--- config.mk ---
export PLATFORM = sky130hd
export DESIGN_NAME = adaptive_weight_lowpass_filter_core
export DESIGN_NICKNAME = d
export VERILOG_FILES = /design/src/rtl/core/awlpf_pkg.sv /design/src/rtl/core/awlpf_regs.sv /design/src/rtl/core/awlpf_front.sv /design/src/rtl/core/awlpf_back.sv /design/src/rtl/core/adaptive_weight_lowpass_filter_core.sv
export SDC_FILE = /design/constraint.sdc
export NUM_CORES = 2
export LEC_CHECK = 0
export BUFFER_PORTS_ARGS = -buffer_cell sky130_fd_sc_hd__buf_2
export CAP_MARGIN = 25
export CORE_ASPECT_RATIO = 1.5
export CORE_MARGIN = 2
export CORE_UTILIZATION = 46
export CTS_CLUSTER_DIAMETER = 60
export DETAILED_ROUTE_END_ITERATION = 10
export GPL_TIMING_DRIVEN = 0
export PLACE_DENSITY = 0.68
export RECOVER_POWER = 50
export SYNTH_ARGS = -nofsm -noshare
export SYNTH_HDL_FRONTEND = slang
export SYNTH_SLANG_ARGS = --single-unit
--- constraint.sdc ---
create_clock -name clk_i -period 18.97 [get_ports clk_i]
set_input_delay 3.794 -clock clk_i [delete_from_list [all_inputs] [get_ports clk_i]]
set_output_delay 3.794 -clock clk_i [all_outputs]
set_load 0.1 [all_outputs]
--- src/rtl/core/awlpf_pkg.sv ---
// Shared types, constants and the weight table of the adaptive-weight low-pass filter.
`default_nettype none

package awlpf_pkg;

  localparam int unsigned DataW   = 32;
  localparam int unsigned JumpW   = 31;
  localparam int unsigned CountW  = 10;
  localparam int unsigned StepW   = 3;
  localparam int unsigned WeightW = 16;
  localparam int unsigned AddrW   = 3;
  localparam int unsigned BusW    = 32;

  localparam logic [CountW-1:0] RunInc = CountW'(5);
  localparam logic [CountW-1:0] RunMax = CountW'(1023);
  localparam logic [StepW-1:0]  StepMin = StepW'(1);
  localparam logic [StepW-1:0]  StepMax = StepW'(5);

  localparam logic [JumpW-1:0]  JumpThresholdRst  = JumpW'(65536);
  localparam logic [CountW-1:0] CountThresholdRst = CountW'(10);

  // Register indexes on the configuration port.
  localparam logic RegJumpThreshold  = 1'b0;
  localparam logic RegCountThreshold = 1'b1;

  // Configuration seen by the datapath.
  typedef struct packed {
    logic [JumpW-1:0]  jump_threshold;
    logic [CountW-1:0] count_threshold;
  } awlpf_cfg_t;

  // Queue head offered to the back end.
  typedef struct packed {
    logic                    valid;
    logic signed [DataW-1:0] sample;
  } awlpf_item_t;

  // Q0.16 blend weight for a step code; unused codes fold onto the ends.
  function automatic logic [WeightW-1:0] awlpf_weight(input logic [StepW-1:0] step);
    logic [WeightW-1:0] w;
    unique case (step)
      3'd0:    w = 16'd13107;
      3'd1:    w = 16'd13107;
      3'd2:    w = 16'd26214;
      3'd3:    w = 16'd39322;
      3'd4:    w = 16'd52429;
      default: w = 16'd62259;
    endcase
    return w;
  endfunction

endpackage

`default_nettype wire

--- src/rtl/core/awlpf_regs.sv ---
// APB-style configuration registers of the adaptive-weight low-pass filter.
`default_nettype none

module awlpf_regs
  import awlpf_pkg::*;
(
  input  wire logic             clk_i,
  input  wire logic             rst_ni,
  input  wire logic             psel,
  input  wire logic             penable,
  input  wire logic             pwrite,
  input  wire logic [AddrW-1:0] paddr,
  input  wire logic [BusW-1:0]  pwdata,
  output logic      [BusW-1:0]  prdata,
  output logic                  pready,
  output awlpf_cfg_t            cfg_o
);

  logic [JumpW-1:0]  jump_threshold_q;
  logic [CountW-1:0] count_threshold_q;
  logic              wr_en;

  assign pready = 1'b1;
  assign wr_en  = psel && penable && pwrite;

  // Write on the access cycle; only the register's own width is kept.
  always_ff @(posedge clk_i or negedge rst_ni) begin
    if (!rst_ni) begin
      jump_threshold_q  <= JumpThresholdRst;
      count_threshold_q <= CountThresholdRst;
    end else if (wr_en) begin
      unique case (paddr[2])
        RegJumpThreshold:  jump_threshold_q  <= pwdata[JumpW-1:0];
        RegCountThreshold: count_threshold_q <= pwdata[CountW-1:0];
        default:           ;
      endcase
    end
  end

  // Read back the addressed register.
  always_comb begin
    unique case (paddr[2])
      RegJumpThreshold:  prdata = BusW'(jump_threshold_q);
      RegCountThreshold: prdata = BusW'(count_threshold_q);
      default:           prdata = '0;
    endcase
  end

  assign cfg_o.jump_threshold  = jump_threshold_q;
  assign cfg_o.count_threshold = count_threshold_q;

endmodule

`default_nettype wire

--- src/rtl/core/awlpf_front.sv ---
// Input side: accepts sample beats into a two-entry queue for the back end.
`default_nettype none

module awlpf_front
  import awlpf_pkg::*;
(
  input  wire logic                    clk_i,
  input  wire logic                    rst_ni,
  input  wire logic signed [DataW-1:0] sample_i,
  input  wire logic                    sample_valid_i,
  output logic                         sample_stall_o,
  output awlpf_item_t                  head_o,
  input  wire logic                    pop_i
);

  logic signed [DataW-1:0] mem_q [2];
  logic                    wr_ptr_q, wr_ptr_d;
  logic                    rd_ptr_q, rd_ptr_d;
  logic [1:0]              count_q, count_d;
  logic                    push;
  logic                    pop;

  assign sample_stall_o = (count_q == 2'd2);
  assign push           = sample_valid_i && !sample_stall_o;
  assign pop            = pop_i && (count_q != 2'd0);

  // Advance pointers and fill count.
  always_comb begin
    wr_ptr_d = push ? !wr_ptr_q : wr_ptr_q;
    rd_ptr_d = pop  ? !rd_ptr_q : rd_ptr_q;
    count_d  = count_q;
    if (push && !pop) begin
      count_d = count_q + 2'd1;
    end else if (pop && !push) begin
      count_d = count_q - 2'd1;
    end
  end

  always_ff @(posedge clk_i or negedge rst_ni) begin
    if (!rst_ni) begin
      wr_ptr_q <= 1'b0;
      rd_ptr_q <= 1'b0;
      count_q  <= 2'd0;
    end else begin
      wr_ptr_q <= wr_ptr_d;
      rd_ptr_q <= rd_ptr_d;
      count_q  <= count_d;
    end
  end

  // Hold the sample of each accepted beat.
  always_ff @(posedge clk_i) begin
    if (push) begin
      mem_q[wr_ptr_q] <= sample_i;
    end
  end

  assign head_o.valid  = (count_q != 2'd0);
  assign head_o.sample = mem_q[rd_ptr_q];

endmodule

`default_nettype wire

--- src/rtl/core/awlpf_back.sv ---
// Back end: direction/run tracking, weight stepping, blend and output register.
`default_nettype none

module awlpf_back
  import awlpf_pkg::*;
(
  input  wire logic                    clk_i,
  input  wire logic                    rst_ni,
  input  wire awlpf_cfg_t              cfg_i,
  input  wire awlpf_item_t             head_i,
  output logic                         pop_o,
  output logic signed [DataW-1:0]      filtered_o,
  output logic                         filtered_valid_o,
  input  wire logic                    filtered_stall_i
);

  logic signed [DataW-1:0]   last_q;
  logic                      dir_up_q, dir_up_d;
  logic [CountW-1:0]         run_q, run_d;
  logic [StepW-1:0]          step_q, step_d;
  logic                      out_valid_q;
  logic signed [DataW-1:0]   out_q;

  logic signed [DataW:0]     diff;
  logic [DataW:0]            mag;
  logic                      up;
  logic                      big_jump;
  logic [CountW:0]           run_sum;
  logic [CountW-1:0]         run_inc;
  logic [WeightW-1:0]        weight;
  logic signed [DataW+WeightW+1:0] prod;
  logic signed [DataW+WeightW+1:0] prod_rnd;
  logic signed [DataW-1:0]   result;
  logic                      advance;

  // Take the head when the output register is free or being drained.
  assign advance = head_i.valid && (!out_valid_q || !filtered_stall_i);
  assign pop_o   = advance;

  // Exact 33-bit difference and its magnitude.
  assign diff     = {head_i.sample[DataW-1], head_i.sample} - {last_q[DataW-1], last_q};
  assign up       = !diff[DataW] && (diff != '0);
  assign mag      = diff[DataW] ? (DataW+1)'(-diff) : diff;
  assign big_jump = mag > {2'b00, cfg_i.jump_threshold};

  // Saturating run count increment.
  assign run_sum = {1'b0, run_q} + {1'b0, RunInc};
  assign run_inc = run_sum[CountW] ? RunMax : run_sum[CountW-1:0];

  // Next direction, run count and weight step.
  always_comb begin
    dir_up_d = dir_up_q;
    run_d    = run_q;
    step_d   = step_q;
    if (up == dir_up_q) begin
      if (big_jump) begin
        run_d = run_inc;
      end
      if (run_d >= cfg_i.count_threshold) begin
        step_d = (step_q < StepMax) ? step_q + StepW'(1) : StepMax;
      end
    end else begin
      run_d    = '0;
      step_d   = StepMin;
      dir_up_d = up;
    end
  end

  // Blend: last + round_half_up(diff * w / 2^16).
  assign weight   = awlpf_weight(step_d);
  assign prod     = diff * $signed({1'b0, weight});
  assign prod_rnd = prod + (DataW+WeightW+2)'(32768);
  assign result   = last_q + prod_rnd[DataW+WeightW-1:WeightW];

  always_ff @(posedge clk_i or negedge rst_ni) begin
    if (!rst_ni) begin
      last_q      <= '0;
      dir_up_q    <= 1'b0;
      run_q       <= '0;
      step_q      <= StepMin;
      out_valid_q <= 1'b0;
    end else begin
      if (advance) begin
        last_q      <= result;
        dir_up_q    <= dir_up_d;
        run_q       <= run_d;
        step_q      <= step_d;
        out_valid_q <= 1'b1;
      end else if (!filtered_stall_i) begin
        out_valid_q <= 1'b0;
      end
    end
  end

  // Load the result beat.
  always_ff @(posedge clk_i) begin
    if (advance) begin
      out_q <= result;
    end
  end

  assign filtered_o       = out_q;
  assign filtered_valid_o = out_valid_q;

endmodule

`default_nettype wire

--- src/rtl/core/adaptive_weight_lowpass_filter_core.sv ---
// Top level of the adaptive-weight first-order low-pass filter.
//
// Sample beats (signed Q16.16) enter on sample_i/sample_valid_i; the block
// raises sample_stall_o when its two-entry input queue is full. Filtered beats
// (signed Q16.16) leave on filtered_o/filtered_valid_o, one per sample, in
// order; the receiver holds them with filtered_stall_i, during which the
// output beat stays put and the queue keeps taking samples until it fills.
// An accepted sample is written into the input queue, then taken into the
// output register. Throughput is one sample per cycle while filtered_stall_i
// is low; it is set by the feedback path from the last output through the
// 33-bit subtract, the 33x17 weight multiply and the final add.
// The APB-style port holds jump_threshold (address 0) and count_threshold
// (address 4); write it only while no sample is in flight.
// Reset clears the queue, the output beat, the last output, the direction,
// the run count and sets the weight step to 0.2 and the registers to
// their defaults (1.0 and 10).
`default_nettype none

module adaptive_weight_lowpass_filter_core
  import awlpf_pkg::*;
(
  input  wire logic                    clk_i,
  input  wire logic                    rst_ni,
  input  wire logic                    psel,
  input  wire logic                    penable,
  input  wire logic                    pwrite,
  input  wire logic [AddrW-1:0]        paddr,
  input  wire logic [BusW-1:0]         pwdata,
  output logic      [BusW-1:0]         prdata,
  output logic                         pready,
  input  wire logic signed [DataW-1:0] sample_i,
  input  wire logic                    sample_valid_i,
  output logic                         sample_stall_o,
  output logic signed [DataW-1:0]      filtered_o,
  output logic                         filtered_valid_o,
  input  wire logic                    filtered_stall_i
);

  awlpf_cfg_t  cfg;
  awlpf_item_t head;
  logic        pop;

  awlpf_regs u_regs (
    .clk_i   (clk_i),
    .rst_ni  (rst_ni),
    .psel    (psel),
    .penable (penable),
    .pwrite  (pwrite),
    .paddr   (paddr),
    .pwdata  (pwdata),
    .prdata  (prdata),
    .pready  (pready),
    .cfg_o   (cfg)
  );

  awlpf_front u_front (
    .clk_i          (clk_i),
    .rst_ni         (rst_ni),
    .sample_i       (sample_i),
    .sample_valid_i (sample_valid_i),
    .sample_stall_o (sample_stall_o),
    .head_o         (head),
    .pop_i          (pop)
  );

  awlpf_back u_back (
    .clk_i            (clk_i),
    .rst_ni           (rst_ni),
    .cfg_i            (cfg),
    .head_i           (head),
    .pop_o            (pop),
    .filtered_o       (filtered_o),
    .filtered_valid_o (filtered_valid_o),
    .filtered_stall_i (filtered_stall_i)
  );

endmodule

`default_nettype wire

==> flow_summary.toml <==
[outcome]
status = "complete, but fails checks"
violations = "capacitance limit, slew limit"

[sta]
period_share_pct = 96.5
finClkSkew_ns = 0.00993
finalWorstPathRequiredPeriod_ns = 18.31
maxSlewHeadroom_pct = -88.4
worst_slew_pin_slew_ns = 2.83
hold_ws_ns = 0.502
slew_viol_final = 158
fmax_mhz = 54.6
setup_viol_count_final = 0
finalHoldViolCount = 0

[drt]
routedWlPerCell_um = 20.7
dr.pass1.iters = 9
wl_um = 84500
num_vias = 22000
drt_iter0_drc = 1546
postRouteAntennaNets = 0
vias_per_cell = 5.39
drc = 0

[setup_path]
reg2reg_to = "u_back.filtered_o[31]"
slowest_delay_ns = 0.66
cp-start-kind = "flip-flop"
worstRegToRegCells = 75
cp_top_family = "compound AO/OA/AOI/OAI gates"
crit_arrival_ns = 18.50
reg2reg_slack_ns = 0.66
critPathMaxFanout = 10
crit_path_end_kind = "flip-flop"
slowest_stage = "xnor2_1"
crit_buf_inv = 11
crit_top_cell = "fa_1"
reg2reg_from = "u_front.rd_ptr_q"
critical_path_required_ns = 19.16
critical_path_class = "reg2reg"

[place]
placed_cell_area_um2 = 31100
dpl.cell_count = 4016
post-dp-hpwl_um = 72400
place_congestion = 0.985
io_buffers = 134

[cells_and_area]
drive_gt1_share_pct = 13.0
nets = 4074
syn2layout_area_growth_pct = 10.5
final_cells = 4079
n_fill_cell = 5865
stdcell_area_um2 = 32300
diodes = 0

[clock_tree]
cts_tree = "yes"
clock-root-buffer = "clkbuf_16"
clk_pin_slew_worst_paths_ns = 0.07
clkSinkCount = 188
postCtsHoldBufs = 0
cts.path.max_buffers = 2
cts_made_buffers = 17
clock_latency_ns = 0.45
cts.htree.levels = 4

[worst_hold_path]
hp-start = "u_back.filtered_valid_o"
holdPathEnd = "u_back.filtered_valid_o"
hp-class = "reg2reg"
holdPathStages = 2

[grt]
grt-ovfl-total = 0
grt_antenna_before_repair = 0
first_global_vias = 23100
grt_max_degree = 48
track_usage_pct = 26.4
grt_first_pass_wirelength_um = 130000

[yosys]
syn_nets = 3877
synth_area_leaders = "fa_1 (33%), ha_1 (11%), edfxtp_1 (9.8%)"
ys.flop_type = "edfxtp_1"
ys_ff_latch = 188
ys_types = 92
yosysTopAreaCellShare_pct = 33.4
yosys_warnings = 0
syn_avg_cell_area_um2 = 9.55
netlist_area_um2 = 29300
netlist_instances = 3064
synth_edf_count = 96
seq_area_frac_synth_pct = 17.7
yosys.area.top_type = "fa_1"
synth-async-reset-ratio_pct = 48.9

[floorplan]
std_cell_rows = 113
die_area_um2 = 65700
die_h_um = 313
die_w_um = 210
floorplan.initialDensity_pct = 46.3
num_io_pins = 141
design.core.area_um2 = 63200

[job]
maxCapViolCount = 4
-- registers in the layout (all words and copies together) (netlist names) --
signal                    cells
u_back.dir_up_q               1
u_back.filtered_o            32
u_back.filtered_valid_o       1
u_back.last_q                32
u_back.run_q                 10
u_back.step_q                 3
u_front.count_q               2
u_front.mem_q                64
u_front.rd_ptr_q              1
u_front.wr_ptr_q              1
u_regs.count_threshold_q     10
u_regs.jump_threshold_q      31
-- cell families after synthesis --
logic type,count (synthesis),synth area share (%)
compound gates,391,8.95
xor+xnor,146,4.45
fa+ha+maj,739,44.1
buf+inv,802,10.4
flops,188,17.7
mux,89,3.41
other cells,2,0.0257
simple gates,707,11.0
-- per-stage QoR --
stage / setup slack [ns] / utilization [%] / TNS (ns)
global route: -0.106 / 51.2 / -0.334
floorplan: 0.389 / - / 0
CTS: -0.0344 / 50.7 / -0.0344
detailed placement: -4.23 / 49.2 / -152.47
global placement: -5.23 / 49.0 / -217.90
finish: 0.659 / 51.2 / 0
-- timing repair --
item / in CTS / in global routing
resized for setup: 57 / 72
buffers inserted: 16 / 22
endpoints found under the setup margin: 64 / 28
pin swaps: 7 / 30
-- layout by cell type, fill, tap and decap left out, types with 8 or more instances in the layout --
master and n:
inv_1 716, fa_1 486, nor2_1 274, ha_1 247, nand2_1 199, buf_2 122, o21ai_0 99, edfxtp_1 96
xnor2_1 92, dfrtp_1 87, a21oi_1 86, mux2_2 85, clkbuf_1 59, buf_4 51, a21o_1 47, xor2_1 44
nand2b_1 43, nand3_1 29, nor2b_1 28, nor3_1 25, nand4_1 22, o21a_1 17, clkbuf_16 17, and3_1 16
a21oi_2 14, a31oi_1 12, o21ai_1 10, or3_1 9, clkbuf_2 9, o31ai_1 9, o21bai_1 8, buf_1 8
-- Yosys cell counts, types with 4 or more instances --
| library cell | instances |
|---|---|
| inv_1 | 716 |
| fa_1 | 488 |
| nor2_1 | 279 |
| ha_1 | 251 |
| nand2_1 | 201 |
| o21ai_0 | 106 |
| a21oi_1 | 99 |
| xnor2_1 | 97 |
| edfxtp_1 | 96 |
| dfrtp_1 | 88 |
| mux2_2 | 85 |
| clkbuf_1 | 61 |
| a21o_1 | 47 |
| xor2_1 | 46 |
| nand2b_1 | 43 |
| nor3_1 | 30 |
| nand3_1 | 29 |
| nor2b_1 | 28 |
| nand4_1 | 22 |
| o21a_1 | 17 |
| and3_1 | 16 |
| a31oi_1 | 14 |
| buf_2 | 11 |
| o31ai_1 | 10 |
| buf_1 | 9 |
| nor4_1 | 9 |
| or3_1 | 9 |
| o21bai_1 | 8 |
| or2_2 | 7 |
| or3_2 | 7 |
| a211oi_1 | 6 |
| a21boi_0 | 6 |
| nor3b_1 | 6 |
| o211ai_1 | 6 |
| o21ai_1 | 6 |
| a21oi_2 | 5 |
| a2bb2oi_1 | 5 |
| and2_1 | 5 |
| a41oi_1 | 4 |
| dfstp_2 | 4 |
| mux2i_1 | 4 |
| o22ai_1 | 4 |
| o31a_1 | 4 |
-- how the worst max path moves through the flow --
stage                startpoint                    end  slack [ns]  cells past startpoint
2_1_floorplan  u_front.rd_ptr_q      u_back.last_q[30]        0.39                     85
3_3_place_gp   u_front.rd_ptr_q      u_back.last_q[30]       -5.23                     82
3_5_place_dp   u_front.rd_ptr_q      u_back.last_q[30]       -4.23                     82
4_1_cts        u_front.rd_ptr_q      u_back.last_q[30]       -0.03                     82
5_1_grt        u_front.rd_ptr_q  u_back.filtered_o[31]       -0.11                     76
6_report       u_front.rd_ptr_q  u_back.filtered_o[31]        0.66                     75
-- cell type report --
class	instances	area, µm²	area share [%]
Multi-Input combinational cell	2074	21400	66.2
Buffer	77	393	1.21
Inverter	716	2690	8.31
Timing Repair Buffer	187	1080	3.35
Sequential cell	188	5190	16.1
Clock buffer	18	429	1.33
Tap cell	805	1010	3.11
Clock inverter	14	140	0.433
-- tightest hold or removal path, cell delays in order, from the launching register on --
cell and delay (ns):
dfrtp_1 0.35, nand2_1 0.07, nand2_1 0.05
-- metal layers --
| metal | vias up | share of wire [%] | GRT usage [%] |
|---|---|---|---|
| met2 | 759 | 51 | 47.0 |
| met1 | 10900 | 35 | 28.9 |
| met4 | 0 | 9.3 | 20.1 |
| met3 | 286 | 4.5 | 2.96 |
| met5 | - | 0 | 0 |
| li1 | 10000 | - | - |
Power is not shown: default switching activity piles up to over one toggle a cycle in this logic, so the estimate is an artifact.
